===== config.mk =====
export PLATFORM = sky130hd
export DESIGN_NAME = dcc_loco_packet_builder_flat
export DESIGN_NICKNAME = d
export VERILOG_FILES = /design/src/rtl/dcc_lpb_pkg.sv /design/src/rtl/dcc_lpb_if.sv /design/src/rtl/dcc_lpb_state.sv /design/src/rtl/dcc_loco_packet_builder.sv /design/src/flat_wrapper.sv
export SDC_FILE = /design/constraint.sdc
export NUM_CORES = 1
export LEC_CHECK = 0
export BUFFER_PORTS_ARGS = -buffer_cell sky130_fd_sc_hd__buf_2
export CORE_UTILIZATION = 40
export DETAILED_ROUTE_END_ITERATION = 10
export GPL_TIMING_DRIVEN = 0
export PLACE_DENSITY = 0.63
export SLEW_MARGIN = 25
export SYNTH_ARGS = -nofsm -noshare
export SYNTH_HDL_FRONTEND = slang
export SYNTH_HIERARCHICAL = 1
export SYNTH_SLANG_ARGS = --single-unit

===== constraint.sdc =====
create_clock -name clk_i -period 5.2 [get_ports clk_i]
set_input_delay 0 -clock clk_i [delete_from_list [all_inputs] [get_ports clk_i]]
set_output_delay 0 -clock clk_i [all_outputs]
set_load 0.01 [all_outputs]

===== src/rtl/dcc_lpb_pkg.sv =====
package dcc_lpb_pkg;

  // Item kinds on the input channel
  typedef enum logic [1:0] {
    MODE_SPEED = 2'd0,
    MODE_FUNC  = 2'd1,
    MODE_POLL  = 2'd2
  } mode_e;

  // Packet length codes
  localparam logic [1:0] LEN_NONE  = 2'd0;
  localparam logic [1:0] LEN_SHORT = 2'd2;
  localparam logic [1:0] LEN_LONG  = 2'd3;

  // Instruction byte constants
  localparam logic [7:0] INSTR_SPEED128 = 8'h3F;
  localparam logic [7:0] INSTR_GRP_A    = 8'h80;
  localparam logic [7:0] INSTR_GRP_B    = 8'hB0;
  localparam logic [7:0] INSTR_GRP_C    = 8'hA0;
  localparam logic [7:0] INSTR_GRP_D    = 8'hDE;
  localparam logic [7:0] INSTR_GRP_E    = 8'hDF;

  // Function number boundaries of the groups
  localparam logic [4:0] FN_LAST_A  = 5'd4;
  localparam logic [4:0] FN_LAST_B  = 5'd8;
  localparam logic [4:0] FN_LAST_C  = 5'd12;
  localparam logic [4:0] FN_LAST_D  = 5'd20;
  localparam logic [4:0] FN_LAST_E  = 5'd28;
  localparam logic [4:0] FN_FIRST_B = 5'd5;
  localparam logic [4:0] FN_FIRST_C = 5'd9;
  localparam logic [4:0] FN_FIRST_D = 5'd13;
  localparam logic [4:0] FN_FIRST_E = 5'd21;

  localparam logic [4:0] SPEED_MAX = 5'd31;

  typedef struct packed {
    logic [1:0]  mode;
    logic [13:0] loco_address;
    logic [4:0]  speed_step;
    logic        forwards;
    logic [4:0]  function_number;
    logic        function_on;
    logic        generator_busy;
  } item_t;

  typedef struct packed {
    logic       valid;
    logic [7:0] byte0;
    logic [7:0] byte1;
    logic [7:0] byte2;
    logic [1:0] length;
  } packet_t;

endpackage


===== src/rtl/dcc_lpb_if.sv =====
// Input channel: one command item per transfer
interface dcc_lpb_in_if;
  logic        valid;
  logic        ready;
  logic [1:0]  mode;
  logic [13:0] loco_address;
  logic [4:0]  speed_step;
  logic        forwards;
  logic [4:0]  function_number;
  logic        function_on;
  logic        generator_busy;

  modport source (
    output valid, mode, loco_address, speed_step, forwards,
           function_number, function_on, generator_busy,
    input  ready
  );
  modport sink (
    input  valid, mode, loco_address, speed_step, forwards,
           function_number, function_on, generator_busy,
    output ready
  );
endinterface

// Output channel: one DCC packet per transfer
interface dcc_lpb_out_if;
  logic       valid;
  logic       ready;
  logic [7:0] packet_byte0;
  logic [7:0] packet_byte1;
  logic [7:0] packet_byte2;
  logic [1:0] packet_length;

  modport source (
    output valid, packet_byte0, packet_byte1, packet_byte2, packet_length,
    input  ready
  );
  modport sink (
    input  valid, packet_byte0, packet_byte1, packet_byte2, packet_length,
    output ready
  );
endinterface


===== src/rtl/dcc_lpb_state.sv =====
// Locomotive state (sent and wanted copies) and the packet builder.
module dcc_lpb_state (
  input  logic                 clk_i,
  input  logic                 rst_ni,
  input  logic                 fire_i,
  input  dcc_lpb_pkg::item_t   item_i,
  output dcc_lpb_pkg::packet_t pkt_o
);

  logic [13:0] addr_q, addr_d;
  logic [4:0]  sent_spd_q, sent_spd_d, want_spd_q, want_spd_d;
  logic        sent_dir_q, sent_dir_d, want_dir_q, want_dir_d;
  logic [4:0]  sent_a_q, sent_a_d, want_a_q, want_a_d;
  logic [3:0]  sent_b_q, sent_b_d, want_b_q, want_b_d;
  logic [3:0]  sent_c_q, sent_c_d, want_c_q, want_c_d;
  logic [7:0]  sent_d_q, sent_d_d, want_d_q, want_d_d;
  logic [7:0]  sent_e_q, sent_e_d, want_e_q, want_e_d;

  logic [4:0]  spd_store;
  logic [4:0]  fn;
  logic [4:0]  off_b, off_c, off_d, off_e;
  logic        busy;

  assign fn    = item_i.function_number;
  assign busy  = item_i.generator_busy;
  assign off_b = fn - dcc_lpb_pkg::FN_FIRST_B;
  assign off_c = fn - dcc_lpb_pkg::FN_FIRST_C;
  assign off_d = fn - dcc_lpb_pkg::FN_FIRST_D;
  assign off_e = fn - dcc_lpb_pkg::FN_FIRST_E;

  // Nonzero speeds skip the emergency-stop code, saturating at the top
  always_comb begin
    if (item_i.speed_step == 5'd0) begin
      spd_store = 5'd0;
    end else if (item_i.speed_step == dcc_lpb_pkg::SPEED_MAX) begin
      spd_store = dcc_lpb_pkg::SPEED_MAX;
    end else begin
      spd_store = item_i.speed_step + 5'd1;
    end
  end

  // Next state and packet
  always_comb begin
    addr_d     = addr_q;
    sent_spd_d = sent_spd_q;
    want_spd_d = want_spd_q;
    sent_dir_d = sent_dir_q;
    want_dir_d = want_dir_q;
    sent_a_d   = sent_a_q;
    want_a_d   = want_a_q;
    sent_b_d   = sent_b_q;
    want_b_d   = want_b_q;
    sent_c_d   = sent_c_q;
    want_c_d   = want_c_q;
    sent_d_d   = sent_d_q;
    want_d_d   = want_d_q;
    sent_e_d   = sent_e_q;
    want_e_d   = want_e_q;

    pkt_o.valid  = 1'b0;
    pkt_o.byte0  = addr_q[7:0];
    pkt_o.byte1  = 8'd0;
    pkt_o.byte2  = 8'd0;
    pkt_o.length = dcc_lpb_pkg::LEN_NONE;

    unique case (dcc_lpb_pkg::mode_e'(item_i.mode))
      dcc_lpb_pkg::MODE_SPEED: begin
        addr_d     = item_i.loco_address;
        want_spd_d = spd_store;
        want_dir_d = item_i.forwards;
      end
      dcc_lpb_pkg::MODE_FUNC: begin
        addr_d = item_i.loco_address;
        priority if (fn <= dcc_lpb_pkg::FN_LAST_A) begin
          want_a_d[fn[2:0]] = item_i.function_on;
        end else if (fn <= dcc_lpb_pkg::FN_LAST_B) begin
          want_b_d[off_b[1:0]] = item_i.function_on;
        end else if (fn <= dcc_lpb_pkg::FN_LAST_C) begin
          want_c_d[off_c[1:0]] = item_i.function_on;
        end else if (fn <= dcc_lpb_pkg::FN_LAST_D) begin
          want_d_d[off_d[2:0]] = item_i.function_on;
        end else if (fn <= dcc_lpb_pkg::FN_LAST_E) begin
          want_e_d[off_e[2:0]] = item_i.function_on;
        end else begin
          // function numbers above 28 only store the address
        end
      end
      dcc_lpb_pkg::MODE_POLL: begin
        if (!busy) begin
          // first differing group in fixed priority
          priority if (want_spd_q != sent_spd_q || want_dir_q != sent_dir_q) begin
            pkt_o.valid  = 1'b1;
            pkt_o.byte1  = dcc_lpb_pkg::INSTR_SPEED128;
            pkt_o.byte2  = {want_dir_q, 2'b00, want_spd_q};
            pkt_o.length = dcc_lpb_pkg::LEN_LONG;
            sent_spd_d   = want_spd_q;
            sent_dir_d   = want_dir_q;
          end else if (want_a_q != sent_a_q) begin
            pkt_o.valid  = 1'b1;
            pkt_o.byte1  = dcc_lpb_pkg::INSTR_GRP_A | {3'b000, want_a_q[0], want_a_q[4:1]};
            pkt_o.length = dcc_lpb_pkg::LEN_SHORT;
            sent_a_d     = want_a_q;
          end else if (want_b_q != sent_b_q) begin
            pkt_o.valid  = 1'b1;
            pkt_o.byte1  = dcc_lpb_pkg::INSTR_GRP_B | {4'b0000, want_b_q};
            pkt_o.length = dcc_lpb_pkg::LEN_SHORT;
            sent_b_d     = want_b_q;
          end else if (want_c_q != sent_c_q) begin
            pkt_o.valid  = 1'b1;
            pkt_o.byte1  = dcc_lpb_pkg::INSTR_GRP_C | {4'b0000, want_c_q};
            pkt_o.length = dcc_lpb_pkg::LEN_SHORT;
            sent_c_d     = want_c_q;
          end else if (want_d_q != sent_d_q) begin
            pkt_o.valid  = 1'b1;
            pkt_o.byte1  = dcc_lpb_pkg::INSTR_GRP_D;
            pkt_o.byte2  = want_d_q;
            pkt_o.length = dcc_lpb_pkg::LEN_LONG;
            sent_d_d     = want_d_q;
          end else if (want_e_q != sent_e_q) begin
            pkt_o.valid  = 1'b1;
            pkt_o.byte1  = dcc_lpb_pkg::INSTR_GRP_E;
            pkt_o.byte2  = want_e_q;
            pkt_o.length = dcc_lpb_pkg::LEN_LONG;
            sent_e_d     = want_e_q;
          end else begin
            // nothing changed
          end
        end
      end
      default: begin
        // unused mode code: ignored
      end
    endcase
  end

  // State registers, updated once per processed item
  always_ff @(posedge clk_i or negedge rst_ni) begin
    if (!rst_ni) begin
      addr_q     <= '0;
      sent_spd_q <= '0;
      want_spd_q <= '0;
      sent_dir_q <= 1'b0;
      want_dir_q <= 1'b0;
      sent_a_q   <= '0;
      want_a_q   <= '0;
      sent_b_q   <= '0;
      want_b_q   <= '0;
      sent_c_q   <= '0;
      want_c_q   <= '0;
      sent_d_q   <= '0;
      want_d_q   <= '0;
      sent_e_q   <= '0;
      want_e_q   <= '0;
    end else if (fire_i) begin
      addr_q     <= addr_d;
      sent_spd_q <= sent_spd_d;
      want_spd_q <= want_spd_d;
      sent_dir_q <= sent_dir_d;
      want_dir_q <= want_dir_d;
      sent_a_q   <= sent_a_d;
      want_a_q   <= want_a_d;
      sent_b_q   <= sent_b_d;
      want_b_q   <= want_b_d;
      sent_c_q   <= sent_c_d;
      want_c_q   <= want_c_d;
      sent_d_q   <= sent_d_d;
      want_d_q   <= want_d_d;
      sent_e_q   <= sent_e_d;
      want_e_q   <= want_e_d;
    end
  end

endmodule


===== src/rtl/dcc_loco_packet_builder.sv =====
// DCC packet builder for one locomotive. Set-speed and set-function items
// update the wanted copy of the locomotive state; a poll item with the
// generator not busy returns one packet for the first group whose wanted copy
// differs from the sent copy (speed/direction, F0-4, F5-8, F9-12, F13-20,
// F21-28) and marks that group sent. Set items, busy polls and polls with
// nothing changed return no packet. Each item passes an input register and is
// then processed into a packet register, so one item is taken per cycle while
// the input stage does not stall; the packet register holds a result until it
// is taken, and the input stage stalls only while that register is full and
// not being taken and a new item waits in the input register.
module dcc_loco_packet_builder (
  input  logic          clk_i,
  input  logic          rst_ni,
  dcc_lpb_in_if.sink    in_if,
  dcc_lpb_out_if.source out_if
);

  dcc_lpb_pkg::item_t   item_q;
  logic                 item_vld_q;
  dcc_lpb_pkg::packet_t pkt;
  dcc_lpb_pkg::packet_t pkt_q;
  logic                 out_vld_q;
  logic                 advance;
  logic                 in_xfer;

  // Stage control
  assign advance     = item_vld_q && (!out_vld_q || out_if.ready);
  assign in_if.ready = !item_vld_q || advance;
  assign in_xfer     = in_if.valid && in_if.ready;

  // Input register
  always_ff @(posedge clk_i or negedge rst_ni) begin
    if (!rst_ni) begin
      item_vld_q <= 1'b0;
    end else if (in_xfer) begin
      item_vld_q <= 1'b1;
    end else if (advance) begin
      item_vld_q <= 1'b0;
    end
  end

  always_ff @(posedge clk_i) begin
    if (in_xfer) begin
      item_q.mode            <= in_if.mode;
      item_q.loco_address    <= in_if.loco_address;
      item_q.speed_step      <= in_if.speed_step;
      item_q.forwards        <= in_if.forwards;
      item_q.function_number <= in_if.function_number;
      item_q.function_on     <= in_if.function_on;
      item_q.generator_busy  <= in_if.generator_busy;
    end
  end

  dcc_lpb_state u_state (
    .clk_i  (clk_i),
    .rst_ni (rst_ni),
    .fire_i (advance),
    .item_i (item_q),
    .pkt_o  (pkt)
  );

  // Packet register
  always_ff @(posedge clk_i or negedge rst_ni) begin
    if (!rst_ni) begin
      out_vld_q <= 1'b0;
    end else if (advance && pkt.valid) begin
      out_vld_q <= 1'b1;
    end else if (out_if.ready) begin
      out_vld_q <= 1'b0;
    end
  end

  always_ff @(posedge clk_i) begin
    if (advance && pkt.valid) begin
      pkt_q <= pkt;
    end
  end

  assign out_if.valid         = out_vld_q;
  assign out_if.packet_byte0  = pkt_q.byte0;
  assign out_if.packet_byte1  = pkt_q.byte1;
  assign out_if.packet_byte2  = pkt_q.byte2;
  assign out_if.packet_length = pkt_q.length;

`ifndef SYNTHESIS
  // A new packet only appears after an item was processed
  a_pkt_from_item: assert property (@(posedge clk_i) disable iff (!rst_ni)
    $rose(out_vld_q) |-> $past(advance))
    else $error("packet appeared without a processed item");

  // Valid packets are two or three bytes long
  a_pkt_len: assert property (@(posedge clk_i) disable iff (!rst_ni)
    out_vld_q |-> (pkt_q.length == dcc_lpb_pkg::LEN_SHORT ||
                   pkt_q.length == dcc_lpb_pkg::LEN_LONG))
    else $error("packet length out of range");

  // Long packets carry one of the three-byte instructions
  a_long_instr: assert property (@(posedge clk_i) disable iff (!rst_ni)
    (out_vld_q && pkt_q.length == dcc_lpb_pkg::LEN_LONG) |->
      (pkt_q.byte1 == dcc_lpb_pkg::INSTR_SPEED128 ||
       pkt_q.byte1 == dcc_lpb_pkg::INSTR_GRP_D ||
       pkt_q.byte1 == dcc_lpb_pkg::INSTR_GRP_E))
    else $error("long packet with short instruction");

  // Short packets have an empty data byte
  a_short_b2: assert property (@(posedge clk_i) disable iff (!rst_ni)
    (out_vld_q && pkt_q.length == dcc_lpb_pkg::LEN_SHORT) |-> pkt_q.byte2 == 8'd0)
    else $error("short packet with data byte");
`endif

endmodule


===== src/flat_wrapper.sv =====
// flat-port wrapper written by rule: the top's interface ports become plain ports
module dcc_loco_packet_builder_flat 
  (clk_i, rst_ni, in_if_valid, in_if_mode, in_if_loco_address, in_if_speed_step, in_if_forwards, in_if_function_number, in_if_function_on, in_if_generator_busy, in_if_ready, out_if_valid, out_if_packet_byte0, out_if_packet_byte1, out_if_packet_byte2, out_if_packet_length, out_if_ready);
  dcc_lpb_in_if in_if_i ();
  dcc_lpb_out_if out_if_i ();
  input  logic clk_i;
  input  logic rst_ni;
  input wire logic [$bits(in_if_i.valid)-1:0] in_if_valid;
  input wire logic [$bits(in_if_i.mode)-1:0] in_if_mode;
  input wire logic [$bits(in_if_i.loco_address)-1:0] in_if_loco_address;
  input wire logic [$bits(in_if_i.speed_step)-1:0] in_if_speed_step;
  input wire logic [$bits(in_if_i.forwards)-1:0] in_if_forwards;
  input wire logic [$bits(in_if_i.function_number)-1:0] in_if_function_number;
  input wire logic [$bits(in_if_i.function_on)-1:0] in_if_function_on;
  input wire logic [$bits(in_if_i.generator_busy)-1:0] in_if_generator_busy;
  output wire logic [$bits(in_if_i.ready)-1:0] in_if_ready;
  output wire logic [$bits(out_if_i.valid)-1:0] out_if_valid;
  output wire logic [$bits(out_if_i.packet_byte0)-1:0] out_if_packet_byte0;
  output wire logic [$bits(out_if_i.packet_byte1)-1:0] out_if_packet_byte1;
  output wire logic [$bits(out_if_i.packet_byte2)-1:0] out_if_packet_byte2;
  output wire logic [$bits(out_if_i.packet_length)-1:0] out_if_packet_length;
  input wire logic [$bits(out_if_i.ready)-1:0] out_if_ready;
  assign in_if_i.valid = in_if_valid;
  assign in_if_i.mode = in_if_mode;
  assign in_if_i.loco_address = in_if_loco_address;
  assign in_if_i.speed_step = in_if_speed_step;
  assign in_if_i.forwards = in_if_forwards;
  assign in_if_i.function_number = in_if_function_number;
  assign in_if_i.function_on = in_if_function_on;
  assign in_if_i.generator_busy = in_if_generator_busy;
  assign in_if_ready = in_if_i.ready;
  assign out_if_valid = out_if_i.valid;
  assign out_if_packet_byte0 = out_if_i.packet_byte0;
  assign out_if_packet_byte1 = out_if_i.packet_byte1;
  assign out_if_packet_byte2 = out_if_i.packet_byte2;
  assign out_if_packet_length = out_if_i.packet_length;
  assign out_if_i.ready = out_if_ready;
  dcc_loco_packet_builder u_core (.clk_i(clk_i), .rst_ni(rst_ni), .in_if(in_if_i), .out_if(out_if_i));
endmodule

==> results of run 1 <==
## state kept, by name (all words and copies together) (netlist names), 2 cells and up
signal and cells:
u_core/u_state/want_spd_q 5, u_core/out_if.packet_byte2 8, u_core/u_state/sent_c_q 4, u_core/out_if.packet_byte1 8, u_core/u_state/want_a_q 5, u_core/u_state/want_d_q 8, u_core/u_state/sent_d_q 8, u_core/u_state/addr_q 8
u_core/u_state/want_b_q 4, u_core/u_state/sent_spd_q 5, u_core/u_state/sent_b_q 4, u_core/out_if.packet_byte0 8, u_core/item_q 23, u_core/u_state/sent_a_q 5, u_core/u_state/sent_e_q 8, u_core/u_state/want_e_q 8
u_core/u_state/want_c_q 4, u_core/out_if.packet_length 2
## layer usage
layer	global-route usage, %	part of all wire, %	up-vias
met4	7.380	1.9	0
met2	28.30	49	83
li1	-	-	1838
met5	0	0	-
met3	4.121	3.9	19
met1	23.09	46	1917
## per-stage QoR
| stage | util [%] | cells | hold WS [ns] | power (W) |
|---|---|---|---|---|
| 2_1_floorplan | - | 450 | -0.2956 | 0.001529 |
| 3_3_place_gp | 44.42 | 688 | 0.1759 | 0.001641 |
| 3_5_place_dp | 44.82 | 690 | 0.02902 | 0.001658 |
| 4_1_cts | 50.80 | 749 | 0.1213 | 0.002871 |
| 5_1_grt | 50.80 | 749 | 0.1754 | 0.002971 |
| 6_report | 50.80 | 749 | 0.1113 | 0.002843 |
## report_power, final
part           leakage [nW]  switching [W]  internal [W]  total, W
combinational          1.45       0.000248      0.000182  0.000430
clock                 0.281       0.000459      0.000726   0.00119
sequential             1.53      0.0000756       0.00115   0.00123
## worst max-delay path by stage
stage	start	to	slack [ns]	cells past startpoint
finish	u_core/u_state/want_d_q[0]$_DFFE_PN0P_	u_core/out_if.packet_byte2[5]$_DFFE_PP_	2.15	9
global route	u_core/item_q[2]$_DFFE_PP_	u_core/u_state/want_d_q[0]$_DFFE_PN0P_	1.90	9
CTS	u_core/u_state/want_d_q[0]$_DFFE_PN0P_	u_core/out_if.packet_byte2[5]$_DFFE_PP_	2.13	9
floorplan	u_core/u_state/want_d_q[7]$_DFFE_PN0P_	u_core/out_if.packet_byte0[0]$_DFFE_PP_	2.13	8
detailed placement	u_core/u_state/want_d_q[0]$_DFFE_PN0P_	u_core/out_if.packet_byte2[6]$_DFFE_PP_	2.13	9
global placement	u_core/u_state/want_d_q[0]$_DFFE_PN0P_	u_core/out_if.packet_byte2[6]$_DFFE_PP_	0.75	8
## cell type report
cell class,instances,share of cell area (%)
Inverter,8,0.4083
Timing Repair Buffer,83,8.030
Clock inverter,13,2.076
Multi-Input combinational cell,297,32.07
Buffer,16,1.038
Clock buffer,19,6.022
Tap cell,184,3.130
Sequential cell,129,47.23
## what timing repair did
item                      4_1_cts  5_1_grt
hold buffers                   27        0
hold endpoints to repair       64        0
resized for setup               0        0
==> impl_metrics.tcl, run 1 <==
set metrics [dict create \
    row_count 44 \
    place_ws_ns 2.132 \
    syn_inst 450 \
    irDropWorstVdd_v 0.0002212 \
    cts_setup_buffers 0 \
    cts_buffers 17 \
    finalWorstSetupSlack_ns 2.153 \
    clkTransAtPathRegs_ns 0.06 \
    p_leak_nw 3.262 \
    syn2layout_area_growth_pct 24.01 \
    first_iter_violations 231 \
    final_common_cell "dfrtp_1" \
    outcome "finished, final reports clean" \
    fp.dieW_um 123.8 \
    arrival_ns 3.17 \
    hold_path.class "in -> async" \
    min_period_ns 3.047 \
    finalSetupTns_ns 0 \
    design_area_sq_mm 0.007355 \
    grt_antenna_before_repair 0 \
    timing.rr.start "u_core/u_state/want_d_q[0]$_DFFE_PN0P_" \
    initial_core_util_pct 40.96 \
    hold_viol_final 0 \
    ant_nets 0 \
    cp_slowest_cell "dfrtp_1" \
    finalCritPeriodShare_pct 58.60 \
    fin_nets 592 \
    synthesis.nets 490 \
    die-area_sq_mm 0.01532 \
    clk_latency_ns 0.42 \
    drive_gt1_share_pct 32.21 \
    ios 61 \
    overflow 0 \
    r2r-end "u_core/out_if.packet_byte2[5]$_DFFE_PP_" \
    syn_area_sq_mm 0.005931 \
    fmax_ghz 0.3282 \
    multiInputGateArea_sq_mm 0.002359 \
    firstDrtPassIters 4 \
    path_max_fanout 16 \
    rsz0062_at_grt "no" \
    grtUsageTotal_pct 17.71 \
    core_area_sq_mm 0.01448 \
    fin_skew_ns 0.006521 \
    place_congestion 0.8587 \
    clock_sinks 129 \
    crit_buf_inv 2 \
    rrSetupSlack_ns 2.15 \
    cts_max_level 4 \
    max-cap-violations 0 \
    clock_tree.root_cell "clkbuf_16" \
    vias_per_cell 5.150 \
    ys_warn_count 6 \
    setup_violations 0 \
    wl_per_cell_um 16.18 \
    nFillCells 1244 \
    slew_viol_final 0 \
    r2r_cells 9 \
    tightest_slew_ns 0.8332 \
    drc 0 \
    place_hpwl_um 8542 \
    cp_cell_sequence "xnor2_1, nand4_1, or2_2, clkbuf_1, nor2_1, a31oi_1, nand2_1, nor2b_4, buf_16" \
    place_area_sq_mm 0.006489 \
    die_h_um 123.8 \
    cts_tree "done" \
    finalWirelength_um 12120 \
    final_cell_mix "80 x dfrtp_1, 65 x mux2_2, 55 x buf_2, 49 x edfxtp_1, 36 x nand2_1" \
    cp.required_ns 5.32 \
    clockBufferDepth 2 \
    critPathTopFamily "simple AND/OR/NAND/NOR gates" \
    avgSynthCellArea_sq_um 13.18 \
    grt_pass1_wl_um 19910 \
    regArea_sq_mm 0.003473 \
    grt_pass1_vias 3906 \
    end_kind "flip-flop" \
    maxSlewHeadroom_pct 44.35 \
    power_per_cell_area_mw_per_mm2 386.5 \
    grt_max_degree 42 \
    path_class "reg -> reg" \
    cp_slowest_stage_delay_ns 0.41 \
    io_buffers 54 \
    num_vias 3857 \
    antenna_cells 0 \
    startpoint_type "flip-flop" \
]
Note: power is estimated with default switching activity, not from simulation.
==> run 2: changes to the inputs <==
- PLACE_DENSITY: 0.63 -> 0.65
- clock period: 5.2 -> 2.5 ns (I/O delays scaled with it)
==> impl_metrics.tcl, run 2 (synthesis results as in run 1) <==
set metrics [dict create \
    finalWirelength_um 12840 \
    hold_path.class "in -> reg" \
    design_area_sq_mm 0.007542 \
    hp-start "out_if_ready" \
    crit_top_cell "buf_4" \
    place_area_sq_mm 0.006464 \
    largest_reg_flops 23 \
    place_hpwl_um 8458 \
    place_congestion 0.8909 \
    crit_buf_inv 2 \
    cp.required_ns 2.68 \
    dr_wl_met3_um 650 \
    drc 0 \
    timing.rr.start "u_core/u_state/want_b_q[1]$_DFFE_PN0P_" \
    cp_slowest_cell "dfrtp_1" \
    fin_util_pct 52.09 \
    clockBufferDepth 2 \
    core_area_sq_mm 0.01448 \
    fin_nets 598 \
    drive_gt1_share_pct 36.95 \
    min_period_ns 2.437 \
    power_per_cell_area_mw_per_mm2 810.8 \
    ios 61 \
    critPathTopFamily "simple AND/OR/NAND/NOR gates" \
    grtUsageTotal_pct 18.26 \
    firstDrtPassIters 5 \
    path_max_fanout 10 \
    cts_buffers 17 \
    tightest_slew_ns 0.6601 \
    r2r-end "u_core/out_if.packet_byte2[3]$_DFFE_PP_" \
    maxSlewHeadroom_pct 55.66 \
    finalCritPeriodShare_pct 97.48 \
    grt_pass1_wl_um 20270 \
    ant_nets 0 \
    cp_slowest_stage_delay_ns 0.43 \
    arrival_ns 2.62 \
    irDropWorstVdd_v 0.0005618 \
    cp_cell_sequence "xor2_1, nor4_2, buf_4, nand2_1, nor2_2, a31oi_4, nand2_2, nor2b_4, buf_4" \
    syn2layout_area_growth_pct 27.17 \
    clock_tree.root_cell "clkbuf_16" \
    drt-met1-wl_um 5516 \
    end_kind "flip-flop" \
    final_common_cell "dfrtp_1" \
    io_buffers 54 \
    grt_max_degree 43 \
    r2r_cells 9 \
    startpoint_type "flip-flop" \
    die-area_sq_mm 0.01532 \
    final_cell_mix "80 x dfrtp_1, 65 x mux2_2, 54 x buf_2, 49 x edfxtp_1, 35 x nand2_1" \
    wl_per_cell_um 17.01 \
    overflow 0 \
    startpoint "u_core/u_state/want_b_q[1]$_DFFE_PN0P_" \
    wl_met2_um 6359 \
    clkTransAtPathRegs_ns 0.06 \
    grt_antenna_before_repair 0 \
    cts_max_level 4 \
    worst-path-stages 9 \
    path_class "reg -> reg" \
    hold_viol_final 0 \
    row_count 44 \
    rrSetupSlack_ns 0.06 \
    slew_viol_final 0 \
    num_vias 3953 \
    fp.dieW_um 123.8 \
    fmax_ghz 0.4103 \
    highest_layer "met4" \
    antenna_cells 0 \
    top_register "u_core/item_q" \
    setup_violations 0 \
    die_h_um 123.8 \
    initial_core_util_pct 40.96 \
    clk_latency_ns 0.42 \
    p_leak_nw 3.344 \
    max-cap-violations 0 \
    first_iter_violations 222 \
    cts_tree "done" \
    vias_per_cell 5.236 \
    crit_end "u_core/out_if.packet_byte2[3]$_DFFE_PP_" \
    grt_pass1_vias 3878 \
    clock_sinks 129 \
    outcome "finished, final reports clean" \
    fin_skew_ns 0.009936 \
]
## run 2: final cells by class
cell class | instances | area (sq um)
Tap cell | 184 | 230.2
Inverter | 8 | 30.03
Timing Repair Buffer | 90 | 633.1
Sequential cell | 129 | 3473
Multi-Input combinational cell | 298 | 2490
Clock buffer | 17 | 425.4
Fill cell | 1213 | 6937
Buffer | 14 | 77.57
Clock inverter | 15 | 182.7
## run 2: how the worst min path moves through the flow
stage | to | slack [ns] | depth (start not counted)
after floorplan | u_core/item_vld_q$_DFFE_PN0P_ | -0.30 | 0
after global placement | u_core/item_q[20]$_DFFE_PP_ | 0.18 | 1
after detailed placement | u_core/u_state/sent_e_q[6]$_DFFE_PN0P_ | 0.03 | 1
after CTS | u_core/out_if.valid$_DFFE_PN0P_ | 0.008 | 3
after global routing | u_core/out_if.valid$_DFFE_PN0P_ | 0.09 | 3
final | u_core/out_if.valid$_DFFE_PN0P_ | 0.09 | 3
## run 2: stage by stage
stage	hold WS (ns)	cells	setup WS, ns	setup TNS (ns)	total power (W)
after floorplan	-0.2956	450	0.006557	0	0.003182
after CTS	0.007515	750	-0.05172	-0.3858	0.006067
after detailed placement	0.03046	689	-0.7325	-23.84	0.003446
after global placement	0.1762	688	-0.7262	-22.90	0.003411
after global routing	0.09469	755	-0.02302	-0.09655	0.006396
final	0.08661	755	0.06295	0	0.006115
## run 2: layer usage
layer / track usage [%] / up-vias
met5: 0 / -
met4: 8.509 / 0
met3: 5.037 / 27
met2: 28.40 / 110
met1: 23.62 / 1955
li1: - / 1861
## run 2: where the power goes
part	switching [W]	leakage (nW)	internal, W
logic	0.000582	1.51	0.000445
clock network	0.00102	0.298	0.00152
registers	0.000160	1.53	0.00239
## run 2: what timing repair did
item,CTS,global route
buffers inserted,4,5
gates resized for setup,12,18
cloned,1,0
endpoints found under the setup margin,52,63
endpoints found under the hold margin,65,0
pin swaps,0,3
hold buffers,26,0
## run 2: worst min-delay path, stage by stage
cell	delay, ns
buf_2	0.09
nand2b_1	0.27
nand2_1	0.09
